**config.mk**
```make
export PLATFORM = sky130hd
export DESIGN_NAME = i2c_master_byte_engine_core
export DESIGN_NICKNAME = d
export VERILOG_FILES = /design/src/rtl/i2cmbe_pkg.sv /design/src/rtl/i2c_master_byte_engine_core.sv
export SDC_FILE = /design/constraint.sdc
export NUM_CORES = 1
export LEC_CHECK = 0
export BUFFER_PORTS_ARGS = -buffer_cell sky130_fd_sc_hd__buf_4
export CAP_MARGIN = 20
export CORE_ASPECT_RATIO = 1.75
export CORE_UTILIZATION = 45
export CTS_BUF_LIST = sky130_fd_sc_hd__clkbuf_16
export CTS_CLUSTER_DIAMETER = 50
export CTS_CLUSTER_SIZE = 12
export DETAILED_ROUTE_END_ITERATION = 8
export PLACE_DENSITY = 0.7
export SETUP_SLACK_MARGIN = 0.3
export SLEW_MARGIN = 20
export SYNTH_ARGS = -nofsm -noshare
export SYNTH_HDL_FRONTEND = slang
export SYNTH_SLANG_ARGS = --single-unit
```
**constraint.sdc**
```tcl
create_clock -name clk -period 3.6 [get_ports clk]
set_input_delay 0.9 -clock clk [delete_from_list [all_inputs] [get_ports clk]]
set_output_delay 0.9 -clock clk [all_outputs]
set_load 0.02 [all_outputs]
```
**src/rtl/i2cmbe_pkg.sv**
```systemverilog
// ----------------------------------------------------------------------------
// I2C master byte engine package
// Transaction types, operation codes, register indexes and reset values.
// ----------------------------------------------------------------------------
package i2cmbe_pkg;

  // Operation codes carried in the input transaction
  localparam logic [2:0] OP_START    = 3'd0;
  localparam logic [2:0] OP_STOP     = 3'd1;
  localparam logic [2:0] OP_WRITE    = 3'd2;
  localparam logic [2:0] OP_READ     = 3'd3;
  localparam logic [2:0] OP_WAIT_ACK = 3'd4;
  localparam logic [2:0] OP_ACK      = 3'd5;
  localparam logic [2:0] OP_NACK     = 3'd6;
  localparam logic [2:0] OP_INVALID  = 3'd7;

  // Configuration register indexes
  localparam logic CFG_HALF_PERIOD = 1'b0;
  localparam logic CFG_ACK_TIMEOUT = 1'b1;

  localparam int CFG_DATA_W = 16;

  // Register reset values
  localparam logic [CFG_DATA_W-1:0] HALF_PERIOD_RESET = 16'd2000;
  localparam logic [CFG_DATA_W-1:0] ACK_TIMEOUT_RESET = 16'd60000;

  localparam int BITS_PER_BYTE = 8;

  typedef struct packed {
    logic       cmd_valid;
    logic [2:0] operation;
    logic [7:0] write_data;
    logic       sda_in;
  } in_item_t;

  typedef struct packed {
    logic       scl_out;
    logic       sda_out;
    logic       ready_res;
    logic       done_res;
    logic [7:0] read_data;
    logic       ack_received;
    logic       ack_timed_out;
  } out_item_t;

endpackage

```
**src/rtl/i2c_master_byte_engine_core.sv**
```systemverilog
// ----------------------------------------------------------------------------
// I2C master byte engine core
// Each accepted tick transaction has its result registered and offered in the next cycle.
// Throughput: one tick per cycle while the result is not stalled; the phase
// update is a single pass of logic between the state and result registers.
// Reset (rst, synchronous): idle, SCL and SDA released, registers to defaults.
// ----------------------------------------------------------------------------
module i2c_master_byte_engine_core (
  input  logic                               clk,
  input  logic                               rst,
  input  logic                               in_valid,
  output logic                               in_stall,
  input  i2cmbe_pkg::in_item_t               in_data,
  output logic                               out_valid,
  input  logic                               out_stall,
  output i2cmbe_pkg::out_item_t              out_data,
  input  logic                               cfg_write,
  input  logic                               cfg_index,
  input  logic [i2cmbe_pkg::CFG_DATA_W-1:0]  cfg_data
);
  import i2cmbe_pkg::*;

  // Configuration registers
  logic [CFG_DATA_W-1:0] half_period_ticks;
  logic [CFG_DATA_W-1:0] ack_timeout_ticks;

  // Engine state
  logic [2:0]  current_op,  current_op_next;
  logic        busy_flag,   busy_flag_next;
  logic [2:0]  phase_step,  phase_step_next;
  logic [3:0]  bit_count,   bit_count_next;
  logic [7:0]  shift_reg,   shift_reg_next;
  logic [15:0] delay_count, delay_count_next;
  logic [15:0] poll_count,  poll_count_next;
  logic        scl_level,   scl_level_next;
  logic        sda_level,   sda_level_next;
  logic [7:0]  read_byte,   read_byte_next;
  logic        ack_flag,    ack_flag_next;
  logic        timeout_flag, timeout_flag_next;
  logic        done_next;

  logic        in_accept;
  logic        do_enter;
  logic        finished;
  logic        poll_end;
  logic [15:0] delay_load;

  // Hold the input while the result register is full and stalled
  assign in_stall  = out_valid & out_stall;
  assign in_accept = in_valid & ~in_stall;

  assign delay_load = (half_period_ticks == 16'd0) ? 16'd1 : half_period_ticks;

  // Write configuration registers
  always_ff @(posedge clk) begin
    if (rst) begin
      half_period_ticks <= HALF_PERIOD_RESET;
      ack_timeout_ticks <= ACK_TIMEOUT_RESET;
    end else if (cfg_write) begin
      case (cfg_index)
        CFG_HALF_PERIOD: half_period_ticks <= cfg_data;
        CFG_ACK_TIMEOUT: ack_timeout_ticks <= cfg_data;
        default: ;
      endcase
    end
  end

  // Advance the engine by one tick
  always_comb begin
    current_op_next   = current_op;
    busy_flag_next    = busy_flag;
    phase_step_next   = phase_step;
    bit_count_next    = bit_count;
    shift_reg_next    = shift_reg;
    delay_count_next  = delay_count;
    poll_count_next   = poll_count;
    scl_level_next    = scl_level;
    sda_level_next    = sda_level;
    read_byte_next    = read_byte;
    ack_flag_next     = ack_flag;
    timeout_flag_next = timeout_flag;
    done_next         = 1'b0;
    do_enter          = 1'b0;
    finished          = 1'b0;
    poll_end          = 1'b0;

    if (!busy_flag) begin
      // Launch a new command
      if (in_data.cmd_valid && (in_data.operation != OP_INVALID)) begin
        current_op_next = in_data.operation;
        busy_flag_next  = 1'b1;
        phase_step_next = 3'd0;
        bit_count_next  = 4'd0;
        if (in_data.operation == OP_WRITE) begin
          shift_reg_next = in_data.write_data;
        end
        if (in_data.operation == OP_READ) begin
          shift_reg_next = 8'd0;
          sda_level_next = 1'b1;
        end
        if (in_data.operation == OP_WAIT_ACK) begin
          ack_flag_next     = 1'b0;
          timeout_flag_next = 1'b0;
        end
        do_enter = 1'b1;
      end
    end else if ((current_op == OP_WAIT_ACK) && (phase_step == 3'd1)) begin
      // Poll SDA for the acknowledge
      if (!in_data.sda_in) begin
        ack_flag_next = 1'b1;
        poll_end      = 1'b1;
      end else if (poll_count >= ack_timeout_ticks) begin
        timeout_flag_next = 1'b1;
        poll_end          = 1'b1;
      end else begin
        poll_count_next = poll_count + 16'd1;
      end
      if (poll_end) begin
        phase_step_next = 3'd2;
        do_enter        = 1'b1;
      end
    end else if (delay_count > 16'd1) begin
      delay_count_next = delay_count - 16'd1;
    end else begin
      // Phase expired: pick the next phase or finish
      case (current_op)
        OP_WRITE: begin
          if (phase_step == 3'd2) begin
            shift_reg_next  = {shift_reg[6:0], 1'b0};
            bit_count_next  = bit_count + 4'd1;
            phase_step_next = (bit_count_next < 4'(BITS_PER_BYTE)) ? 3'd0 : 3'd3;
          end else if (phase_step == 3'd3) begin
            finished = 1'b1;
          end else begin
            phase_step_next = phase_step + 3'd1;
          end
        end
        OP_READ: begin
          if (phase_step == 3'd1) begin
            shift_reg_next = {shift_reg[6:0], in_data.sda_in};
            bit_count_next = bit_count + 4'd1;
            if (bit_count_next >= 4'(BITS_PER_BYTE)) begin
              read_byte_next = shift_reg_next;
              finished       = 1'b1;
            end else begin
              phase_step_next = 3'd0;
            end
          end else begin
            phase_step_next = 3'd1;
          end
        end
        OP_START, OP_STOP: begin
          if (phase_step >= 3'd2) begin
            finished = 1'b1;
          end else begin
            phase_step_next = phase_step + 3'd1;
          end
        end
        default: begin
          if (phase_step >= 3'd3) begin
            finished = 1'b1;
          end else begin
            phase_step_next = phase_step + 3'd1;
          end
        end
      endcase
      if (finished) begin
        busy_flag_next   = 1'b0;
        phase_step_next  = 3'd0;
        delay_count_next = 16'd0;
        done_next        = 1'b1;
      end else begin
        do_enter = 1'b1;
      end
    end

    // Drive the pins for the phase being entered and reload its timer
    if (do_enter) begin
      case (current_op_next)
        OP_START: begin
          if (phase_step_next == 3'd0) begin
            sda_level_next = 1'b1;
            scl_level_next = 1'b1;
          end else if (phase_step_next == 3'd1) begin
            sda_level_next = 1'b0;
          end else begin
            scl_level_next = 1'b0;
          end
        end
        OP_STOP: begin
          if (phase_step_next == 3'd0) begin
            scl_level_next = 1'b0;
          end else if (phase_step_next == 3'd1) begin
            sda_level_next = 1'b0;
            scl_level_next = 1'b1;
          end else begin
            sda_level_next = 1'b1;
          end
        end
        OP_WRITE: begin
          if ((phase_step_next == 3'd0) || (phase_step_next == 3'd3)) begin
            scl_level_next = 1'b0;
          end else if (phase_step_next == 3'd1) begin
            sda_level_next = shift_reg_next[7];
          end else begin
            scl_level_next = 1'b1;
          end
        end
        OP_READ: begin
          scl_level_next = (phase_step_next != 3'd0);
        end
        OP_WAIT_ACK: begin
          if (phase_step_next == 3'd0) begin
            scl_level_next = 1'b0;
            sda_level_next = 1'b1;
          end else if (phase_step_next == 3'd1) begin
            scl_level_next = 1'b1;
          end else if (phase_step_next == 3'd3) begin
            scl_level_next = 1'b0;
          end
        end
        default: begin
          if ((phase_step_next == 3'd0) || (phase_step_next == 3'd3)) begin
            scl_level_next = 1'b0;
          end else if (phase_step_next == 3'd1) begin
            sda_level_next = (current_op_next != OP_ACK);
          end else begin
            scl_level_next = 1'b1;
          end
        end
      endcase
      delay_count_next = delay_load;
      poll_count_next  = 16'd0;
    end
  end

  // Update state on each accepted tick
  always_ff @(posedge clk) begin
    if (rst) begin
      current_op   <= OP_START;
      busy_flag    <= 1'b0;
      phase_step   <= 3'd0;
      bit_count    <= 4'd0;
      shift_reg    <= 8'd0;
      delay_count  <= 16'd0;
      poll_count   <= 16'd0;
      scl_level    <= 1'b1;
      sda_level    <= 1'b1;
      read_byte    <= 8'd0;
      ack_flag     <= 1'b0;
      timeout_flag <= 1'b0;
    end else if (in_accept) begin
      current_op   <= current_op_next;
      busy_flag    <= busy_flag_next;
      phase_step   <= phase_step_next;
      bit_count    <= bit_count_next;
      shift_reg    <= shift_reg_next;
      delay_count  <= delay_count_next;
      poll_count   <= poll_count_next;
      scl_level    <= scl_level_next;
      sda_level    <= sda_level_next;
      read_byte    <= read_byte_next;
      ack_flag     <= ack_flag_next;
      timeout_flag <= timeout_flag_next;
    end
  end

  // Track the result register occupancy
  always_ff @(posedge clk) begin
    if (rst) begin
      out_valid <= 1'b0;
    end else if (in_accept) begin
      out_valid <= 1'b1;
    end else if (!out_stall) begin
      out_valid <= 1'b0;
    end
  end

  // Load the result transaction
  always_ff @(posedge clk) begin
    if (in_accept) begin
      out_data.scl_out       <= scl_level_next;
      out_data.sda_out       <= sda_level_next;
      out_data.ready_res     <= ~busy_flag_next;
      out_data.done_res      <= done_next;
      out_data.read_data     <= read_byte_next;
      out_data.ack_received  <= ack_flag_next;
      out_data.ack_timed_out <= timeout_flag_next;
    end
  end

endmodule

```
==> results by group <==
CTS
  • CTS Hold Bufs: 0
  • Skew-Pair Late Insertion Delay: 0.35 ns
  • H-Tree Depth: 3
  • Clock root buffer master: clkbuf_16
  • Maximum clock insertion buffer count: 2
  • CTS tree: done
  • Clock sinks: 110
  • Reg clk slew, reported paths: 0.08 ns
  • Total CTS buffers: 9

Timing
  • Minimum clock period: 3.17 ns
  • Fin Clk Skew: 0.0110 ns
  • Worst-Margin Slew: 0.975 ns
  • Hold Slack: 0.459 ns
  • Setup Viol. Count Final: 0
  • Slew HR: 0.349
  • F_max: 0.316 GHz
  • Final Hold Vio Count: 0
  • Post-route clock period utilization: 0.880
  • RSZ-0062 raised after global routing: true
  • Final slew viol count: 0

Yosys
  • Largest family of logic cells by synthesized area: simple AND/OR/NAND/NOR gates
  • Yosys top cell by area: dfxtp_1
  • Mapped Area: 6100 um^2
  • Syn Area/Cell: 8.13 um^2
  • Synth cell types: 79
  • Synth Area in Adders: 0.0529
  • Post-synth EDFFs: 14
  • Ys flop type: dfxtp_1
  • Yosys warning count: 0
  • Area fraction in compound gates after synthesis: 0.206
  • Part of the Yosys area used for sequential elements: 0.384
  • Number of synthesized register bits: 110
  • Mux contribution to synthesized area: 0.0201
  • Largest cells by area after synthesis: dfxtp_1 32%, nand2_1 7.0%, edfxtp_1 6.9%
  • Top cell type's share of synthesized area: 0.315
  • Async SR Flop Fraction: 0
  • Mapped Cells: 750
  • Simple-gate share of the synthesized area: 0.253
  • Post-Synth XOR/XNOR Area: 0.0259
  • Post-Syn Nets: 810

Placement
  • Dpl hpwl: 11.9 mm
  • Placed insts: 941
  • GPL Wtd Cong: 0.904
  • Port-buffer cells: 50

Pwr
  • Leak Pwr: 2.70 nW
  • PwrDens: 439 nW/um^2
  • Peak supply drop: 0.236 mV
  • Final Power: 3.06 mW

Worst setup path
  • Startpoint types: flip-flop
  • Crit Path Class: reg2reg
  • Critical path fanouts, max: 11
  • Crit. End Element: flip-flop
  • Cell family with most CP delay: compound AO/OA/AOI/OAI gates
  • Crit path required time: 3.71 ns
  • CP Buf/Inv Count: 0
  • Crit-path max cell delay: 0.43 ns
  • Crit-path slowest cell: a211oi_4
  • Critical-path cell list: ha_1 > ha_2 > a211oi_2 > a311oi_2 > a211oi_4 > o2111ai_2 > o311a_4 > a2111oi_2 > o22ai_1 > and4b_1 > nor2_1
  • Critical Path AT: 3.28 ns

Detailed routing
  • Vias/cell: 5.77
  • Wire length per cell: 16.6 um
  • Post-route DRC violation count: 0
  • Via count: 5532
  • DRT iter0 DRCs: 212
  • Antenna Nets Post-Route: 0
  • Pre-Repair DR Iteration Count: 7
  • Final Routed Wirelength: 16.0 mm

Floorplan
  • Row count: 55
  • Die Wd: 90 um
  • Starting Density: 0.466
  • Die height: 156 um
  • I/O pin count: 51
  • Die area: 14000 um^2
  • Core region area: 13100 um^2

Layout
  • N_diodes: 0
  • Share of layout cells above drive strength 1: 0.160
  • Most frequent cells in the layout: 113 x nand2_1, 95 x dfxtp_1, 85 x nor2_1
  • Area growth from synthesis to layout: 14.2%
  • Final nets: 843
  • Final cell count without fillers: 959
  • Most common cell after layout, fill and taps aside: nand2_1
  • Finished Core Util: 0.533

Global route
  • GRT Residual Overflow: 0
  • Pin count of the biggest net entering global routing: 47
  • Vias in the first global route: 5451
  • Initial antenna violation count: 0
  • First-pass GRT wire length: 26.4 mm
  • GR Util All Layers: 0.233

Hold path
  • Min-delay worst type: reg2reg

Status
  • Status: finished clean

Job
  • # Max-Cap Violations: 0
worst reg2reg max path, delay by kind of cell, from the launching register on:
kind	cells	cell delay (ns)
flip-flops	1	0.39
AO/OA/AOI/OAI	7	1.67
adder cells (fa/ha/maj)	2	0.51
AND/OR/NAND/NOR	2	0.35
area by class of cell:
type | instances | area (um^2)
clock buffers | 9 | 225
clock inverters | 7 | 73.8
fillers | 1263 | 6110
inverters | 33 | 124
multi-input cells | 562 | 3480
flip-flops and latches | 110 | 2340
well taps | 171 | 214
repair buffers | 67 | 503
timing repair:
action / in CTS / in global routing
setup buffers: 0 / 2
setup endpoints to repair: 26 / 27
pin swaps: 0 / 3
gates resized for setup: 7 / 10
synthesized netlist by cell type, types with 6 or more instances:
| cell | instances |
|---|---|
| a211oi_1 | 23 |
| a21oi_1 | 46 |
| a22oi_1 | 12 |
| and3_1 | 6 |
| buf_6 | 7 |
| clkbuf_1 | 32 |
| dfxtp_1 | 96 |
| edfxtp_1 | 14 |
| ha_1 | 25 |
| inv_1 | 32 |
| mux2_2 | 10 |
| nand2_1 | 113 |
| nand2b_1 | 8 |
| nand3_1 | 19 |
| nand3b_1 | 15 |
| nand4_1 | 7 |
| nor2_1 | 85 |
| nor2b_1 | 8 |
| nor3_1 | 30 |
| nor4_1 | 8 |
| o21a_1 | 7 |
| o21ai_0 | 29 |
| or3_1 | 8 |
| xor2_1 | 13 |
layer usage:
metal	part of all wire	global-route usage
met1	0.40	0.254
met2	0.53	0.441
met3	0.037	0.0331
met4	0.033	0.105
met5	0	0
path summary, 6_finish.rpt:
path | start | to | slack, ns | cells after the start
setup / recovery | phase_step[0] | out_data[12] | 0.43 | 11
hold / removal | ack_timeout_ticks[12] | ack_timeout_ticks[12] | 0.46 | 2
setup reg to reg | phase_step[0] | out_data[12] | 0.43 | 11
hold reg to reg | ack_timeout_ticks[12] | ack_timeout_ticks[12] | 0.46 | 2
cells by family (layout without fill, tap and decap cells):
kind of cell / after synthesis / after routing
buf+inv: 78 / 116
simple gates: 324 / 324
xor+xnor: 18 / 18
compound gates: 183 / 183
mux: 11 / 11
flops: 110 / 110
fa+ha+maj: 26 / 26
metrics by stage:
step	TNS, ns	worst slack, ns	area [um^2]
finish	0	0.431	6970
global route	0	0.269	6970
CTS	0	0.320	6910
detailed placement	-0.243	-0.130	6570
global placement	0	0.0170	6570
floorplan	0	0.324	6100
power by group:
| part | internal [mW] | switching [mW] |
|---|---|---|
| clock network | 0.492 | 0.502 |
| registers | 1.31 | 0.0611 |
| logic | 0.281 | 0.411 |
Note: power is estimated with default switching activity, not from simulation.
